$ cat src/hdl/fcgi_pkg.sv
package fcgi_pkg;

  localparam int ByteW  = 8;
  localparam int KindW  = 2;
  localparam int PhaseW = 2;
  localparam int CountW = 3;
  localparam int LenW   = 16;

  localparam logic [PhaseW-1:0] PH_HEADER  = 2'd0;
  localparam logic [PhaseW-1:0] PH_CONTENT = 2'd1;
  localparam logic [PhaseW-1:0] PH_PADDING = 2'd2;
  localparam logic [PhaseW-1:0] PH_ENDED   = 2'd3;

  localparam logic [ByteW-1:0] TYPE_ABORT = 8'd2;
  localparam logic [ByteW-1:0] TYPE_END   = 8'd3;

  localparam logic [CountW-1:0] HDR_TYPE   = 3'd1;
  localparam logic [CountW-1:0] HDR_LEN_HI = 3'd4;
  localparam logic [CountW-1:0] HDR_LEN_LO = 3'd5;
  localparam logic [CountW-1:0] HDR_PAD    = 3'd6;
  localparam logic [CountW-1:0] HDR_LAST   = 3'd7;

  localparam logic [KindW-1:0] KIND_CONTENT = 2'd0;
  localparam logic [KindW-1:0] KIND_END     = 2'd1;
  localparam logic [KindW-1:0] KIND_ABORT   = 2'd2;
  localparam logic [KindW-1:0] KIND_AFTER   = 2'd3;

  typedef struct packed {
    logic [KindW-1:0] kind;
    logic [ByteW-1:0] payload_byte;
    logic [ByteW-1:0] record_kind;
    logic             last_in_record;
  } result_t;

endpackage

$ cat src/hdl/fastcgi_record_deframer_top.sv
// FastCGI record deframer.
// The s_axis channel takes the raw response stream, one byte per word in
// s_axis_tdata. The m_axis channel returns one word for each content byte
// and one word for each event: m_axis_tuser gives the kind (content byte,
// end request, abort, byte after end), m_axis_tdata carries the content
// byte and the type of the current record, and m_axis_tlast marks the
// final content byte of a record. Header and padding bytes give no word.
// Each word is registered in the output or skid entry as its byte is taken.
// The block accepts one byte every cycle while s_axis_tready is high; the
// header capture and length counters are updated in the same cycle it is taken.
// A two-entry output register (main plus skid) lets a byte be accepted
// while a result still waits, so s_axis_tready falls only when both
// entries are full under a stalled receiver.
// After an end request or abort header every further byte is reported as
// a byte after the end until reset. Reset (rst, synchronous, active high)
// returns the parser to the start of a header and empties the output.
module fastcgi_record_deframer_top
  import fcgi_pkg::*;
(
  input  logic                 clk,
  input  logic                 rst,
  input  logic                 s_axis_tvalid,
  output logic                 s_axis_tready,
  input  logic [ByteW-1:0]     s_axis_tdata,   // [7:0] data_byte
  output logic                 m_axis_tvalid,
  input  logic                 m_axis_tready,
  output logic [2*ByteW-1:0]   m_axis_tdata,   // [7:0] payload_byte, [15:8] record_kind
  output logic [KindW-1:0]     m_axis_tuser,   // [1:0] kind
  output logic                 m_axis_tlast    // last_in_record
);

  logic [PhaseW-1:0] phase, phase_next;
  logic [CountW-1:0] header_count, header_count_next;
  logic [ByteW-1:0]  current_type, current_type_next;
  logic [LenW-1:0]   content_left, content_left_next;
  logic [ByteW-1:0]  padding_left, padding_left_next;
  logic [ByteW-1:0]  length_high, length_high_next;

  logic    res_valid;
  result_t res;

  logic    out_valid, skid_valid;
  result_t out_reg, skid_reg;
  logic    in_acc, out_acc;

  assign s_axis_tready = !skid_valid;
  assign in_acc        = s_axis_tvalid && s_axis_tready;
  assign out_acc       = out_valid && m_axis_tready;

  always_comb begin
    phase_next        = phase;
    header_count_next = header_count;
    current_type_next = current_type;
    content_left_next = content_left;
    padding_left_next = padding_left;
    length_high_next  = length_high;
    res_valid         = 1'b0;
    res               = '0;
    unique case (phase)
      PH_HEADER: begin
        unique case (header_count)
          HDR_TYPE:   current_type_next = s_axis_tdata;
          HDR_LEN_HI: length_high_next  = s_axis_tdata;
          HDR_LEN_LO: content_left_next = {length_high, s_axis_tdata};
          HDR_PAD:    padding_left_next = s_axis_tdata;
          default:    ;
        endcase
        header_count_next = header_count + 1'b1;
        if (header_count == HDR_LAST) begin
          if (current_type == TYPE_END || current_type == TYPE_ABORT) begin
            phase_next       = PH_ENDED;
            res_valid        = 1'b1;
            res.kind         = (current_type == TYPE_END) ? KIND_END : KIND_ABORT;
            res.record_kind  = current_type;
          end else if (content_left != '0) begin
            phase_next = PH_CONTENT;
          end else if (padding_left != '0) begin
            phase_next = PH_PADDING;
          end
        end
      end
      PH_CONTENT: begin
        res_valid          = 1'b1;
        res.kind           = KIND_CONTENT;
        res.payload_byte   = s_axis_tdata;
        res.record_kind    = current_type;
        res.last_in_record = (content_left <= LenW'(1));
        if (content_left != '0) begin
          content_left_next = content_left - 1'b1;
        end
        if (content_left <= LenW'(1)) begin
          phase_next = (padding_left != '0) ? PH_PADDING : PH_HEADER;
        end
      end
      PH_PADDING: begin
        if (padding_left != '0) begin
          padding_left_next = padding_left - 1'b1;
        end
        if (padding_left <= ByteW'(1)) begin
          phase_next = PH_HEADER;
        end
      end
      PH_ENDED: begin
        res_valid       = 1'b1;
        res.kind        = KIND_AFTER;
        res.record_kind = current_type;
      end
      default: ;
    endcase
  end

  always_ff @(posedge clk) begin
    if (rst) begin
      phase        <= PH_HEADER;
      header_count <= '0;
      current_type <= '0;
      content_left <= '0;
      padding_left <= '0;
      length_high  <= '0;
    end else if (in_acc) begin
      phase        <= phase_next;
      header_count <= header_count_next;
      current_type <= current_type_next;
      content_left <= content_left_next;
      padding_left <= padding_left_next;
      length_high  <= length_high_next;
    end
  end

  always_ff @(posedge clk) begin
    if (rst) begin
      out_valid  <= 1'b0;
      skid_valid <= 1'b0;
    end else begin
      if (in_acc && res_valid && (!out_valid || out_acc)) begin
        out_valid <= 1'b1;
        out_reg   <= res;
      end else if (out_acc) begin
        out_valid <= skid_valid;
        out_reg   <= skid_reg;
      end
      if (in_acc && res_valid && out_valid && !out_acc) begin
        skid_valid <= 1'b1;
        skid_reg   <= res;
      end else if (out_acc) begin
        skid_valid <= 1'b0;
      end
    end
  end

  assign m_axis_tvalid = out_valid;
  assign m_axis_tdata  = {out_reg.record_kind, out_reg.payload_byte};
  assign m_axis_tuser  = out_reg.kind;
  assign m_axis_tlast  = out_reg.last_in_record;

  a_skid_behind_out: assert property (@(posedge clk) disable iff (rst)
    skid_valid |-> out_valid)
    else $error("skid entry holds a word while the output entry is empty");

  a_ended_sticks: assert property (@(posedge clk) disable iff (rst)
    phase == PH_ENDED |=> phase == PH_ENDED)
    else $error("parser left the ended phase without reset");

  a_count_in_header: assert property (@(posedge clk) disable iff (rst)
    header_count != '0 |-> phase == PH_HEADER)
    else $error("partial header count outside the header phase");

  a_last_is_content: assert property (@(posedge clk) disable iff (rst)
    m_axis_tvalid && m_axis_tlast |-> m_axis_tuser == KIND_CONTENT)
    else $error("last marker on a word that is not a content byte");

  a_pad_nonzero: assert property (@(posedge clk) disable iff (rst)
    phase == PH_PADDING |-> padding_left != '0)
    else $error("padding phase with no padding left");

endmodule
$ cat config.mk
export PLATFORM = sky130hd
export DESIGN_NAME = fastcgi_record_deframer_top
export DESIGN_NICKNAME = d
export VERILOG_FILES = /design/src/hdl/fcgi_pkg.sv /design/src/hdl/fastcgi_record_deframer_top.sv
export SDC_FILE = /design/constraint.sdc
export NUM_CORES = 1
export LEC_CHECK = 0
export BUFFER_PORTS_ARGS = -buffer_cell sky130_fd_sc_hd__buf_2
export CORE_MARGIN = 4
export CORE_UTILIZATION = 28
export DETAILED_ROUTE_END_ITERATION = 7
export PLACE_DENSITY = 0.39
export SETUP_SLACK_MARGIN = 0.02
export SYNTH_ARGS = -nofsm -noshare
export SYNTH_HDL_FRONTEND = slang
export SYNTH_SLANG_ARGS = --single-unit
export TNS_END_PERCENT = 10
$ cat constraint.sdc
create_clock -name clk -period 3.6 [get_ports clk]
set_input_delay 0.72 -clock clk [delete_from_list [all_inputs] [get_ports clk]]
set_output_delay 0.72 -clock clk [all_outputs]
set_load 0.02 [all_outputs]
; ---- Word-level counts from Yosys, hierarchy flattened
; Index checks and enable logic that the tools add are counted.
[classes]
add_sub_neg = 3
mul = 0
div = 0
n_lt_le_gt_ge = 2
n_eq_ne = 18
shift = 0
muxes = 32
bitwise = 1
reduce_logical = 28
[op_table]
columns = cell, n
row1 = two-way mux 8 bit, 5
row2 = two-way mux 19 bit, 2
row3 = two-way mux 16 bit, 2
row4 = one-hot mux 16 bit (2 select lines), 1
row5 = one-hot mux 8 bit (2 select lines), 2
row6 = two-way mux 2 bit, 10
row7 = "== test 8 x 2 -> 1 bit, second input constant", 2
row8 = "less-or-equal comparator 16 x 1 -> 1 bit, second input constant", 1
row9 = nonzero test 16 bit, 1
row10 = "subtractor 16 x 1 -> 16 bit, second input constant", 1
row11 = "== test 3 bit, second input constant", 4
row12 = "!= test 2 bit, second input constant", 5
row13 = "less-or-equal comparator 8 x 1 -> 1 bit, second input constant", 1
row14 = AND reduction 4 bit, 2
row15 = nonzero test 2 bit, 4
row16 = nonzero test 8 bit, 1
row17 = "subtractor 8 x 1 -> 8 bit, second input constant", 1
row18 = two-way mux 1 bit, 7
row19 = logical AND 1 bit, 6
row20 = one-hot mux 2 bit (3 select lines), 1
row21 = AND reduction 2 bit, 3
row22 = AND reduction 3 bit, 2
row23 = AND reduction 6 bit, 1
row24 = "== test 2 bit, second input constant", 2
row25 = 13 further kinds, 17
[totals]
reg_bits = 85
latch_bits = 0
ramBits = 0
mem_bits_ro = 0
in_bits = 12
elab_cells = 100
n_memories = 0

; ---- Logic depth before layout (Yosys ltp)
; Gate-level depths: netlist of the first run.
[logic_depth]
ltp_word = 9
depth_mapped = 9

; ---- Least setup slack after synthesis of the first run
; OpenSTA, ideal clock, no wires.
[synth_path]
path_kind = flip-flop to flip-flop
from = register phase[0]
to = register skid_reg[0] (netlist bit), enable pin
setup_time_ns = 0.419
arrival_ns = 2.891
required_time_ns = 3.181
slack_ns = 0.290
path_stages_with_launch = 10
path_buffers = 2
path_cell_list = dfxtp_1 -> inv_1 -> ha_1 -> clkbuf_1 -> and2_1 -> nand4_1 -> a21oi_1 -> clkbuf_1 -> nand2_1 -> nor3_1
[synth_between]
elab_chain_cells = 7
word_cells_on_any_way = 9
[synth_rtl]
columns = item, line
row1 = from (decl), fastcgi_record_deframer_top.sv:32  ; logic [PhaseW-1:0] phase, phase_next;
row2 = from (signal assigned), fastcgi_record_deframer_top.sv:121  ; phase <= phase_next;
row3 = == test 2 bit / == test 2 x 1 -> 1 bit (equally long branches), fastcgi_record_deframer_top.sv:59  ; unique case (phase)
row4 = OR reduction 2 bit (no line), n/a
row5 = one-hot mux 1 bit (2 select lines) *, fastcgi_record_deframer_top.sv:59
row6 = logical AND 1 bit * (3 in series), fastcgi_record_deframer_top.sv:142  ; if (in_acc && res_valid && out_valid && !out_acc) begin
row7 = AND reduction 2 bit (no line) *, n/a
row8 = to (signal assigned), fastcgi_record_deframer_top.sv:144  ; skid_reg <= res;
row9 = to (decl), fastcgi_record_deframer_top.sv:43  ; result_t out_reg, skid_reg;
; Mark *: on every way between the ends. The rest lies on a longest branch, timed or not.
; A chain may end at the register's enable or synchronous reset.

; ---- Final worst setup path of the first run
[layout_path]
from = register phase[0]
to = register out_reg, in the netlist m_axis_tdata[6], enable pin
[layout_between]
elab_chain_cells = 7
word_cells_on_any_way = 9
[layout_rtl]
columns = item, line
row1 = == test 2 bit / == test 2 x 1 -> 1 bit (equally long branches), fastcgi_record_deframer_top.sv:59
row2 = OR reduction 2 bit (no line), n/a
row3 = one-hot mux 1 bit (2 select lines) *, fastcgi_record_deframer_top.sv:59
row4 = logical AND 1 bit * (2 in series), fastcgi_record_deframer_top.sv:135  ; if (in_acc && res_valid && (!out_valid || out_acc)) begin
row5 = nonzero test 2 bit (no line) *, n/a
row6 = AND reduction 2 bit (no line) *, n/a
row7 = to (signal assigned), fastcgi_record_deframer_top.sv:137  ; out_reg <= res;
row8 = to (signal assigned), fastcgi_record_deframer_top.sv:140  ; out_reg <= skid_reg;
row9 = to (decl), fastcgi_record_deframer_top.sv:43
; Marked as above.

==> results of run 1 <==
-- worst paths after layout --
path                  start  slack, ns               to
max                phase[0]       0.96  m_axis_tdata[6]
min          length_high[5]       0.49   length_high[5]
max reg2reg        phase[0]       0.96  m_axis_tdata[6]
min reg2reg  length_high[5]       0.49   length_high[5]
-- stage by stage --
stage,worst slack [ns],hold slack [ns]
6_report,0.9616,0.4894
5_1_grt,0.6812,0.5221
4_1_cts,0.9143,0.4925
3_5_place_dp,0.9299,0.4822
3_3_place_gp,0.9635,0.4730
2_1_floorplan,0.2902,0.4520
-- cell usage after synthesis (4+ instances only) --
| master | n | share of area |
|---|---|---|
| sky130_fd_sc_hd__a211oi_1 | 5 | 0.0088 |
| sky130_fd_sc_hd__a21oi_1 | 33 | 0.039 |
| sky130_fd_sc_hd__and2_1 | 17 | 0.025 |
| sky130_fd_sc_hd__and3_1 | 4 | 0.0058 |
| sky130_fd_sc_hd__buf_2 | 5 | 0.0058 |
| sky130_fd_sc_hd__clkbuf_1 | 18 | 0.016 |
| sky130_fd_sc_hd__dfxtp_1 | 47 | 0.22 |
| sky130_fd_sc_hd__edfxtp_1 | 38 | 0.27 |
| sky130_fd_sc_hd__ha_1 | 17 | 0.050 |
| sky130_fd_sc_hd__inv_1 | 13 | 0.011 |
| sky130_fd_sc_hd__mux2_2 | 19 | 0.050 |
| sky130_fd_sc_hd__mux2i_1 | 18 | 0.042 |
| sky130_fd_sc_hd__nand2_1 | 29 | 0.025 |
| sky130_fd_sc_hd__nand2b_1 | 7 | 0.010 |
| sky130_fd_sc_hd__nand3_1 | 8 | 0.0093 |
| sky130_fd_sc_hd__nor2_1 | 39 | 0.034 |
| sky130_fd_sc_hd__nor2b_1 | 8 | 0.012 |
| sky130_fd_sc_hd__nor3_1 | 13 | 0.015 |
| sky130_fd_sc_hd__nor4_1 | 9 | 0.013 |
| sky130_fd_sc_hd__o21ai_0 | 16 | 0.019 |
| sky130_fd_sc_hd__o32ai_1 | 5 | 0.010 |
| sky130_fd_sc_hd__or2_2 | 4 | 0.0058 |
| sky130_fd_sc_hd__or4_1 | 4 | 0.0070 |
-- cell usage in the layout (no fill, tap or decap), types with 8 or more instances in the layout --
master and n:
sky130_fd_sc_hd__a21oi_1 33, sky130_fd_sc_hd__and2_1 17, sky130_fd_sc_hd__buf_2 32, sky130_fd_sc_hd__buf_4 10, sky130_fd_sc_hd__clkbuf_16 9, sky130_fd_sc_hd__dfxtp_1 47
sky130_fd_sc_hd__edfxtp_1 38, sky130_fd_sc_hd__ha_1 17, sky130_fd_sc_hd__inv_1 13, sky130_fd_sc_hd__mux2_2 19, sky130_fd_sc_hd__mux2i_1 18, sky130_fd_sc_hd__nand2_1 29
sky130_fd_sc_hd__nand3_1 8, sky130_fd_sc_hd__nor2_1 39, sky130_fd_sc_hd__nor2b_1 8, sky130_fd_sc_hd__nor3_1 12, sky130_fd_sc_hd__nor4_1 9, sky130_fd_sc_hd__o21ai_0 15
-- layer usage --
metal,share of wire,vias up
met5,0,-
met4,0.025,0
met3,0.039,14
met2,0.48,60
met1,0.46,1521
li1,-,1607
-- worst max-delay path: stages (launching register included) --
cell,delay (ns)
sky130_fd_sc_hd__dfxtp_1,0.34
sky130_fd_sc_hd__inv_1,0.13
sky130_fd_sc_hd__ha_1,0.34
sky130_fd_sc_hd__and2_1,0.20
sky130_fd_sc_hd__nand4_1,0.12
sky130_fd_sc_hd__a21oi_1,0.15
sky130_fd_sc_hd__buf_4,0.17
sky130_fd_sc_hd__and3_1,0.15
sky130_fd_sc_hd__buf_4,0.27
sky130_fd_sc_hd__o21a_1,0.17
sky130_fd_sc_hd__buf_4,0.26
-- area by class of cell --
class | instances | area share
inverters | 14 | 0.01054
clock inverters | 5 | 0.01732
multi-input cells | 303 | 0.4143
well taps | 184 | 0.04620
flip-flops and latches | 85 | 0.4178
clock buffers | 11 | 0.04670
repair buffers | 42 | 0.04720
-- power by group --
part	switching (mW)	internal, mW	total [mW]	leakage (nW)
sequential	0.00826	1.01	1.01	0.702
clock	0.391	0.612	1.00	0.154
combinational	0.0523	0.0272	0.0795	0.923
-- cells by family (layout without fill, tap and decap cells) --
logic type	count (synthesis)	after routing	synth area share
fa+ha+maj	17	17	0.04962
mux	38	38	0.09457
xor+xnor	1	1	0.002044
buf+inv	37	72	0.03386
compound gates	85	85	0.1334
simple gates	162	162	0.2008
flops	85	85	0.4857
==> Flow_metrics.wiki, run 1 <==
{| class="wikitable"
! Metric !! Value
|-
| Result of the run || complete, no violations
|-
| Met1 track demand over resource || 0.1649
|-
| Final routed wirelength across all metal layers || 11.00 mm
|-
| Number of warnings issued by yosys || 0
|-
| Clock Sink Count || 85
|-
| Syn Nets || 454
|-
| Type of the tightest min-delay check || reg2reg
|-
| H-Tree Depth || 3
|-
| Overall Power || 2.097 mW
|-
| Area of the placeable core || 14750 sq um
|-
| Post-Syn Area per Cell || 10.09 sq um
|-
| Critical path capture point type || register
|-
| Share of synthesized area occupied by flip-flops and latches || 0.4857
|-
| TritonCTS clock tree || built
|-
| Number of setup violations in the final report || 0
|-
| Area taken by multi-input logic gates || 2064 sq um
|-
| Data arrival time of the critical path || 2.67 ns
|-
| Initial cell density of the core || 0.2905
|-
| Die X || 131.7 um
|-
| Initial drt markers || 145
|-
| Number of hold-slack violations in the final timing report || 0
|-
| Die area || 17350 sq um
|-
| Required time at the worst-slack endpoint || 3.63 ns
|-
| Vias per cell || 4.972
|-
| Total standard cell area after synthesis || 4287 sq um
|-
| Post-CTS Hold Fix Bufs || 0
|-
| Buffers inserted by post-CTS timing repair || 0
|-
| Global-route usage over all layers || 0.1315
|-
| Die H || 131.7 um
|-
| Count of different cell masters after synthesis || 58
|-
| Met3 track utilization from global routing || 0.03168
|-
| Category of the worst setup path launch point || register
|-
| Peak ir drop on the vdd network || 0.2071 mV
|-
| Post-synth ARST share || 0
|-
| Standard-cell row count || 44
|-
| Post-detailed-route count of antenna-violating nets || 0
|-
| Placed inst area || 4664 sq um
|-
| Clock period minus final worst setup slack || 2.638 ns
|-
| Pin count of the biggest net entering global routing || 45
|-
| Storage cell area || 2082 sq um
|-
| I/O pin count || 33
|-
| Hpwl dp || 7.517 mm
|-
| Max FFs per register || 19
|-
| DR pass1 iterations || 4
|-
| Routability congestion estimate from global placement || 0.7431
|-
| Overall overflow remaining after global route || 0
|-
| Mapped Cells || 425
|-
| Met2 GRT Util || 0.2201
|-
| Reg2reg path depth || 10
|-
| Worst hold path stage count || 2
|-
| Tightest Pin Transition || 0.8648 ns
|-
| Via count of the routed design || 3202
|-
| Power density of the placed cells || 420.8 nW/um^2
|-
| Most used DFF post-synth || sky130_fd_sc_hd__dfxtp_1
|-
| Drt drc || 0
|-
| Setup CP Type || reg2reg
|-
| Unrepaired setup endpoints after global routing || false
|-
| Number of placed instances, taps included || 628
|-
| Number of resized instances in the post-cts repair step || 0
|-
| Fmax || 0.3790 GHz
|-
| Global-route wire length before repair || 17.88 mm
|-
| Synthesis-stage register bit count || 85
|-
| Fraction of layout instances using a drive strength above 1 || 0.2000
|-
| Wire length per cell || 17.09 um
|-
| Non-filler cells, final || 644
|-
| CTS buffer count || 9
|-
| Antenna violations before repair || 1
|-
| Clk_lat worst skew || 0.35 ns
|-
| Number of nets in the finished design || 484
|-
| Max cap viols || 0
|-
| Sum of negative setup slack || 0 ns
|-
| Count of port buffers added during placement || 32
|-
| EDFF count, synth || 38
|-
| Syn-to-layout area delta || 16.26%
|-
| Worst-path clk slew || 0.06 ns
|-
| Root Buffer || sky130_fd_sc_hd__clkbuf_16
|-
| Share of the core filled with cells in the final layout || 0.3378
|-
| Count of pins over their slew limit || 0
|-
| Via count of the first global-routing pass || 3203
|-
| Period Utilization, post-route || 0.7329
|-
| Final instance area || 4984 sq um
|-
| Most Crowded Layer GR || met2
|-
| Layout filler cell count || 1502
|-
| Antenna diode count || 0
|-
| Maximum fanout count along the critical path || 20
|-
| Clk buf depth || 2
|-
| Largest clock skew in the final design || 0.006462 ns
|-
| Relative slew slack || 0.4213
|-
| Standby leakage power || 1.779 nW
|}
(Power assumes the default switching activity.)
==> inputs of run 2 (changes only) <==
==> constraint.sdc (replaced) <==
create_clock -name clk -period 2.5 [get_ports clk]
set_input_delay 0.5 -clock clk [delete_from_list [all_inputs] [get_ports clk]]
set_output_delay 0.5 -clock clk [all_outputs]
set_load 0.02 [all_outputs]
==> Flow_metrics.wiki, run 2 (synthesized netlist as in run 1, its figures left out) <==
{| class="wikitable"
! Metric !! Value
|-
| Vias per cell || 4.936 (was 4.972)
|-
| Antenna diode count || 0 (unchanged)
|-
| Max cap viols || 0 (unchanged)
|-
| Hpwl dp || 7.915 mm (was 7.517 mm)
|-
| Most Crowded Layer GR || met2 (unchanged)
|-
| Number of setup violations in the final report || 0 (unchanged)
|-
| Max FFs per register || 19 (unchanged)
|-
| Non-filler cells, final || 654 (was 644)
|-
| Syn-to-layout area delta || 17.66% (was 16.26%)
|-
| Relative slew slack || 0.5798 (was 0.4213)
|-
| Die H || 131.7 um (unchanged)
|-
| Power density of the placed cells || 551.9 nW/um^2 (was 420.8 nW/um^2)
|-
| Top Family by Delay on Critical Path || simple AND/OR/NAND/NOR gates (was buffers and inverters)
|-
| Clock period minus final worst setup slack || 2.292 ns (was 2.638 ns)
|-
| Setup CP Type || reg2reg (unchanged)
|-
| Met1 track demand over resource || 0.1773 (was 0.1649)
|-
| Most frequent cells in the layout || sky130_fd_sc_hd__dfxtp_1 (47), sky130_fd_sc_hd__nor2_1 (39), sky130_fd_sc_hd__edfxtp_1 (38) (unchanged)
|-
| Root Buffer || sky130_fd_sc_hd__clkbuf_16 (unchanged)
|-
| Buffers inserted by post-CTS timing repair || 0 (unchanged)
|-
| Wire length per cell || 17.31 um (was 17.09 um)
|-
| Layout filler cell count || 1534 (was 1502)
|-
| TritonCTS clock tree || built (unchanged)
|-
| DR pass1 iterations || 4 (unchanged)
|-
| Number of resized instances in the post-cts repair step || 0 (unchanged)
|-
| Maximum fanout count along the critical path || 8 (was 20)
|-
| Post-detailed-route count of antenna-violating nets || 0 (unchanged)
|-
| Category of the worst setup path launch point || register (unchanged)
|-
| Peak ir drop on the vdd network || 0.2794 mV (was 0.2071 mV)
|-
| Overall Power || 2.783 mW (was 2.097 mW)
|-
| Data arrival time of the critical path || 2.52 ns (was 2.67 ns)
|-
| Fmax || 0.4362 GHz (was 0.3790 GHz)
|-
| Count of port buffers added during placement || 32 (unchanged)
|-
| Critical path capture point type || register (unchanged)
|-
| Area of the placeable core || 14750 sq um (unchanged)
|-
| Met2 GRT Util || 0.2189 (was 0.2201)
|-
| Via count of the routed design || 3228 (was 3202)
|-
| Post-CTS Hold Fix Bufs || 0 (unchanged)
|-
| Via count of the first global-routing pass || 3212 (was 3203)
|-
| Met3 track utilization from global routing || 0.02176 (was 0.03168)
|-
| Clock Sink Count || 85 (unchanged)
|-
| Commonest non-fill, non-tap cell in the layout || sky130_fd_sc_hd__dfxtp_1 (unchanged)
|-
| Final routed wirelength across all metal layers || 11.32 mm (was 11.00 mm)
|-
| Number of hold-slack violations in the final timing report || 0 (unchanged)
|-
| Antenna violations before repair || 0 (was 1)
|-
| Largest clock skew in the final design || 0.003545 ns (was 0.006462 ns)
|-
| Storage cell area || 2082 sq um (unchanged)
|-
| Required time at the worst-slack endpoint || 2.73 ns (was 3.63 ns)
|-
| Result of the run || complete, no violations (unchanged)
|-
| Clk buf depth || 2 (unchanged)
|-
| I/O pin count || 33 (unchanged)
|-
| H-Tree Depth || 3 (unchanged)
|-
| Die X || 131.7 um (unchanged)
|-
| Type of the tightest min-delay check || reg2reg (unchanged)
|-
| Die area || 17350 sq um (unchanged)
|-
| Critical path's largest stage delay || 0.56 ns (was 0.34 ns)
|-
| Area taken by multi-input logic gates || 2078 sq um (was 2064 sq um)
|-
| Initial cell density of the core || 0.2905 (unchanged)
|-
| Routability congestion estimate from global placement || 0.7335 (was 0.7431)
|-
| Standard-cell row count || 44 (unchanged)
|-
| CTS buffer count || 9 (unchanged)
|-
| CP Cell Sequence || inv_1 > ha_1 > or3b_2 > nor4_1 > a41oi_1 > o221a_2 (was inv_1 > ha_1 > and2_1 > nand4_1 > a21oi_1 > buf_4 > and3_1 > buf_4 > o21a_1 > buf_4)
|-
| Buf+Inv Stages, Crit Path || 1 (was 4)
|-
| Pin count of the biggest net entering global routing || 25 (was 45)
|-
| Global-route usage over all layers || 0.1341 (was 0.1315)
|-
| Clk_lat worst skew || 0.34 ns (was 0.35 ns)
|-
| Sum of negative setup slack || 0 ns (unchanged)
|-
| Worst-path clk slew || 0.06 ns (about the same)
|-
| Number of placed instances, taps included || 639 (was 628)
|-
| Initial drt markers || 158 (was 145)
|-
| Tightest Pin Transition || 0.6245 ns (was 0.8648 ns)
|-
| Number of nets in the finished design || 495 (was 484)
|-
| Count of pins over their slew limit || 0 (unchanged)
|-
| Unrepaired setup endpoints after global routing || false (unchanged)
|-
| Master of the slowest instance on the critical path || sky130_fd_sc_hd__or3b_2 (was sky130_fd_sc_hd__dfxtp_1)
|-
| Drt drc || 0 (unchanged)
|-
| Fraction of layout instances using a drive strength above 1 || 0.2213 (was 0.2000)
|-
| Standby leakage power || 1.816 nW (was 1.779 nW)
|-
| Overall overflow remaining after global route || 0 (unchanged)
|-
| Period Utilization, post-route || 0.9170 (was 0.7329)
|-
| Global-route wire length before repair || 18.20 mm (was 17.88 mm)
|}
[run 2: cell types whose count changed in the layout (fill, tap and decap cells not counted), moves of 2 or more]
cell and change:
sky130_fd_sc_hd__clkinv_4 -3, sky130_fd_sc_hd__clkinv_2 +2, sky130_fd_sc_hd__buf_12 +2, sky130_fd_sc_hd__clkinvlp_4 +2, sky130_fd_sc_hd__buf_4 +9, sky130_fd_sc_hd__bufinv_16 -2
[run 2: worst register-to-register path: stages, from the launching register on]
cell and delay [ns]:
sky130_fd_sc_hd__dfxtp_1 0.36, sky130_fd_sc_hd__inv_1 0.10, sky130_fd_sc_hd__ha_1 0.22, sky130_fd_sc_hd__or3b_2 0.56
sky130_fd_sc_hd__nor4_1 0.47, sky130_fd_sc_hd__a41oi_1 0.19, sky130_fd_sc_hd__o221a_2 0.29
[run 2: cell type report]
type                       count  share of cell area
clock buffer                  10             0.04540
tap                          184             0.04565
multi-input combinational    303              0.4121
inverter                      14             0.01042
sequential                    85              0.4128
timing repair buffer          53             0.06797
clock inverter                 5            0.005706
[run 2: report_power, final]
| group | switching, mW | internal [mW] | leakage (nW) | total [mW] |
|---|---|---|---|---|
| Sequential | 0.0121 | 1.45 | 0.702 | 1.46 |
| Clock | 0.546 | 0.661 | 0.122 | 1.21 |
| Combinational | 0.0741 | 0.0409 | 0.992 | 0.115 |
[run 2: per-layer routing]
layer,routed length [um],share of wire
met3,295,0.026
met5,0,0
met1,5467,0.48
met4,214,0.019
met2,5342,0.47
[run 2: worst paths after layout]
kind,startpoint,to,slack (ns),depth (start not counted)
max,content_left[0],content_left[14],0.21,6
min,length_high[4],length_high[4],0.49,2
max reg2reg,content_left[0],content_left[14],0.21,6
min reg2reg,length_high[4],length_high[4],0.49,2
[run 2: per-stage QoR]
step / hold WS (ns) / utilization / instance area (sq um) / worst slack [ns]
3_3_place_gp: 0.4699 / 0.3239 / 4780 / 0.2079
5_1_grt: 0.5220 / 0.3418 / 5044 / 0.04562
2_1_floorplan: 0.4520 / - / 4300 / 0.05379
4_1_cts: 0.4951 / 0.3414 / 5037 / 0.1346
3_5_place_dp: 0.4844 / 0.3239 / 4780 / 0.1661
6_report: 0.4918 / 0.3418 / 5044 / 0.2076
==> inputs of run 3 (changes only) <==
--- a/config.mk
+++ b/config.mk
@@ -7,9 +7,10 @@
 export LEC_CHECK = 0
 export BUFFER_PORTS_ARGS = -buffer_cell sky130_fd_sc_hd__buf_2
 export CORE_MARGIN = 4
-export CORE_UTILIZATION = 28
+export CORE_UTILIZATION = 40
+export CTS_CLUSTER_SIZE = 24
 export DETAILED_ROUTE_END_ITERATION = 7
-export PLACE_DENSITY = 0.39
+export PLACE_DENSITY = 0.53
 export SETUP_SLACK_MARGIN = 0.02
 export SYNTH_ARGS = -nofsm -noshare
 export SYNTH_HDL_FRONTEND = slang
==> constraint.sdc (replaced) <==
create_clock -name clk -period 3 [get_ports clk]
set_input_delay 0.6 -clock clk [delete_from_list [all_inputs] [get_ports clk]]
set_output_delay 0.6 -clock clk [all_outputs]
set_load 0.02 [all_outputs]
==> Flow_metrics.wiki, run 3 (synthesized netlist as in run 1, its figures left out) <==
{| class="wikitable"
! Metric !! Value
|-
| Fraction of layout instances using a drive strength above 1 || 0.2091 (was 0.2213)
|-
| Die X || 111.5 um (was 131.7 um)
|-
| Data arrival time of the critical path || 2.58 ns (was 2.52 ns)
|-
| Post-CTS Hold Fix Bufs || 0 (unchanged)
|-
| Maximum fanout count along the critical path || 20 (was 8)
|-
| Most frequent cells in the layout || sky130_fd_sc_hd__dfxtp_1 (47), sky130_fd_sc_hd__nor2_1 (39), sky130_fd_sc_hd__edfxtp_1 (38) (unchanged)
|-
| Worst hold path stage count || 2 (unchanged)
|-
| Vias per cell || 5.375 (was 4.936)
|-
| Number of placed instances, taps included || 584 (was 639)
|-
| Global-route wire length before repair || 16.10 mm (was 18.20 mm)
|-
| Area of the placeable core || 10370 sq um (was 14750 sq um)
|-
| Clock Sink Count || 85 (unchanged)
|-
| Worst hold slack after final layout || 0.4957 ns (was 0.4918 ns)
|-
| Clk_lat worst skew || 0.36 ns (was 0.34 ns)
|-
| Die area || 12440 sq um (was 17350 sq um)
|-
| DR pass1 iterations || 4 (unchanged)
|-
| Clk buf depth || 2 (unchanged)
|-
| Standard-cell row count || 37 (was 44)
|-
| Max cap viols || 0 (unchanged)
|-
| Result of the run || complete, no violations (unchanged)
|-
| Layout filler cell count || 1007 (was 1534)
|-
| Die H || 111.5 um (was 131.7 um)
|-
| Syn-to-layout area delta || 13.28% (was 17.66%)
|-
| Setup CP Type || reg2reg (unchanged)
|-
| Reg2reg path depth || 9 (was 6)
|-
| I/O pin count || 33 (unchanged)
|-
| Relative slew slack || 0.5644 (was 0.5798)
|-
| Drt drc || 0 (unchanged)
|-
| Standby leakage power || 1.753 nW (was 1.816 nW)
|-
| Min-Delay Startpoint || length_high[4] (unchanged)
|-
| Via count of the routed design || 3225 (was 3228)
|-
| Root Buffer || sky130_fd_sc_hd__clkbuf_8 (was sky130_fd_sc_hd__clkbuf_16)
|-
| Clock period minus final worst setup slack || 2.536 ns (was 2.292 ns)
|-
| Initial cell density of the core || 0.4134 (was 0.2905)
|-
| Peak ir drop on the vdd network || 0.2615 mV (was 0.2794 mV)
|-
| Sum of negative setup slack || 0 ns (unchanged)
|-
| TritonCTS clock tree || built (unchanged)
|-
| Power density of the placed cells || 457.7 nW/um^2 (was 551.9 nW/um^2)
|-
| Required time at the worst-slack endpoint || 3.04 ns (was 2.73 ns)
|-
| Initial drt markers || 95 (was 158)
|-
| Final instance area || 4856 sq um (was 5044 sq um)
|-
| Type of the tightest min-delay check || reg2reg (unchanged)
|-
| Unrepaired setup endpoints after global routing || false (unchanged)
|-
| Period Utilization, post-route || 0.8453 (was 0.9170)
|-
| Largest clock skew in the final design || 0.009992 ns (was 0.003545 ns)
|-
| Critical path capture point type || register (unchanged)
|-
| Max FFs per register || 19 (unchanged)
|-
| Worst flop-to-flop path startpoint || phase[0] (was content_left[0])
|-
| CTS buffer count || 9 (unchanged)
|-
| Placed inst area || 4634 sq um (was 4780 sq um)
|-
| Wire length per cell || 16.36 um (was 17.31 um)
|-
| Fmax || 0.3943 GHz (was 0.4362 GHz)
|-
| Non-filler cells, final || 600 (was 654)
|-
| Final routed wirelength across all metal layers || 9.815 mm (was 11.32 mm)
|-
| Worst setup path start || phase[0] (was content_left[0])
|-
| Number of nets in the finished design || 488 (was 495)
|-
| Overall overflow remaining after global route || 0 (unchanged)
|-
| Pin count of the biggest net entering global routing || 36 (was 25)
|-
| Post-detailed-route count of antenna-violating nets || 0 (unchanged)
|-
| Number of hold-slack violations in the final timing report || 0 (unchanged)
|-
| FF-to-FF setup slack || 0.46 ns (was 0.21 ns)
|-
| Buffers inserted by post-CTS timing repair || 0 (unchanged)
|-
| Hpwl dp || 6.793 mm (was 7.915 mm)
|-
| Tightest Pin Transition || 0.6475 ns (was 0.6245 ns)
|-
| Global-route usage over all layers || 0.1597 (was 0.1341)
|-
| Routability congestion estimate from global placement || 0.7697 (was 0.7335)
|-
| Via count of the first global-routing pass || 3084 (was 3212)
|-
| Commonest non-fill, non-tap cell in the layout || sky130_fd_sc_hd__dfxtp_1 (unchanged)
|-
| Number of setup violations in the final report || 0 (unchanged)
|-
| Count of pins over their slew limit || 0 (unchanged)
|-
| Count of port buffers added during placement || 32 (unchanged)
|-
| Worst-path clk slew || 0.09 ns (was 0.06 ns)
|-
| Category of the worst setup path launch point || register (unchanged)
|-
| H-Tree Depth || 3 (unchanged)
|-
| Antenna violations before repair || 0 (unchanged)
|-
| Antenna diode count || 0 (unchanged)
|-
| Number of resized instances in the post-cts repair step || 0 (unchanged)
|}
==> run 3: cell type report <==
cell class / instances / area [sq um] / share of cell area
sequential: 85 / 2082 / 0.4288
inverter: 14 / 52.55 / 0.01082
clock buffer: 10 / 127.6 / 0.02628
timing repair buffer: 46 / 265.3 / 0.05462
clock inverter: 6 / 93.84 / 0.01932
tap: 136 / 170.2 / 0.03504
multi-input combinational: 303 / 2064 / 0.4251
==> run 3: worst paths after layout <==
path | endpoint
worst max register to register | m_axis_tuser[1]
worst max-delay path | m_axis_tuser[1]
worst min-delay path | length_high[4]
worst min register to register | length_high[4]
==> run 3: routing by layer <==
layer / global-route usage / vias up / wire length [um]
met1: 0.2140 / 1549 / 4597
met5: 0 / - / 0
met2: 0.2593 / 56 / 4718
met4: 0.04785 / 0 / 153
met3: 0.03533 / 10 / 345
li1: - / 1610 / -
==> run 3: report_power, final <==
group | internal [mW] | total (mW) | leakage [nW] | switching [mW]
registers | 1.21 | 1.22 | 0.702 | 0.00996
clock network | 0.477 | 0.914 | 0.107 | 0.437
logic | 0.0336 | 0.0920 | 0.944 | 0.0584
total | 1.72 | 2.22 | 1.75 | 0.505
==> run 3: stage by stage <==
stage	power, mW	setup slack (ns)	util
2_1_floorplan	1.296	0.2647	-
3_3_place_gp	1.336	0.5739	0.4469
3_5_place_dp	1.336	0.4587	0.4469
4_1_cts	2.245	0.4399	0.4683
5_1_grt	2.310	0.2259	0.4683
6_report	2.223	0.4640	0.4683
==> run 3: worst max-delay path, stage by stage, from the launching register on <==
cell	delay [ns]
sky130_fd_sc_hd__dfxtp_1	0.35
sky130_fd_sc_hd__inv_1	0.13
sky130_fd_sc_hd__ha_1	0.34
sky130_fd_sc_hd__and2_1	0.21
sky130_fd_sc_hd__nand4_1	0.12
sky130_fd_sc_hd__a21oi_1	0.19
sky130_fd_sc_hd__and3_1	0.17
sky130_fd_sc_hd__buf_4	0.27
sky130_fd_sc_hd__o21a_1	0.18
sky130_fd_sc_hd__buf_4	0.26
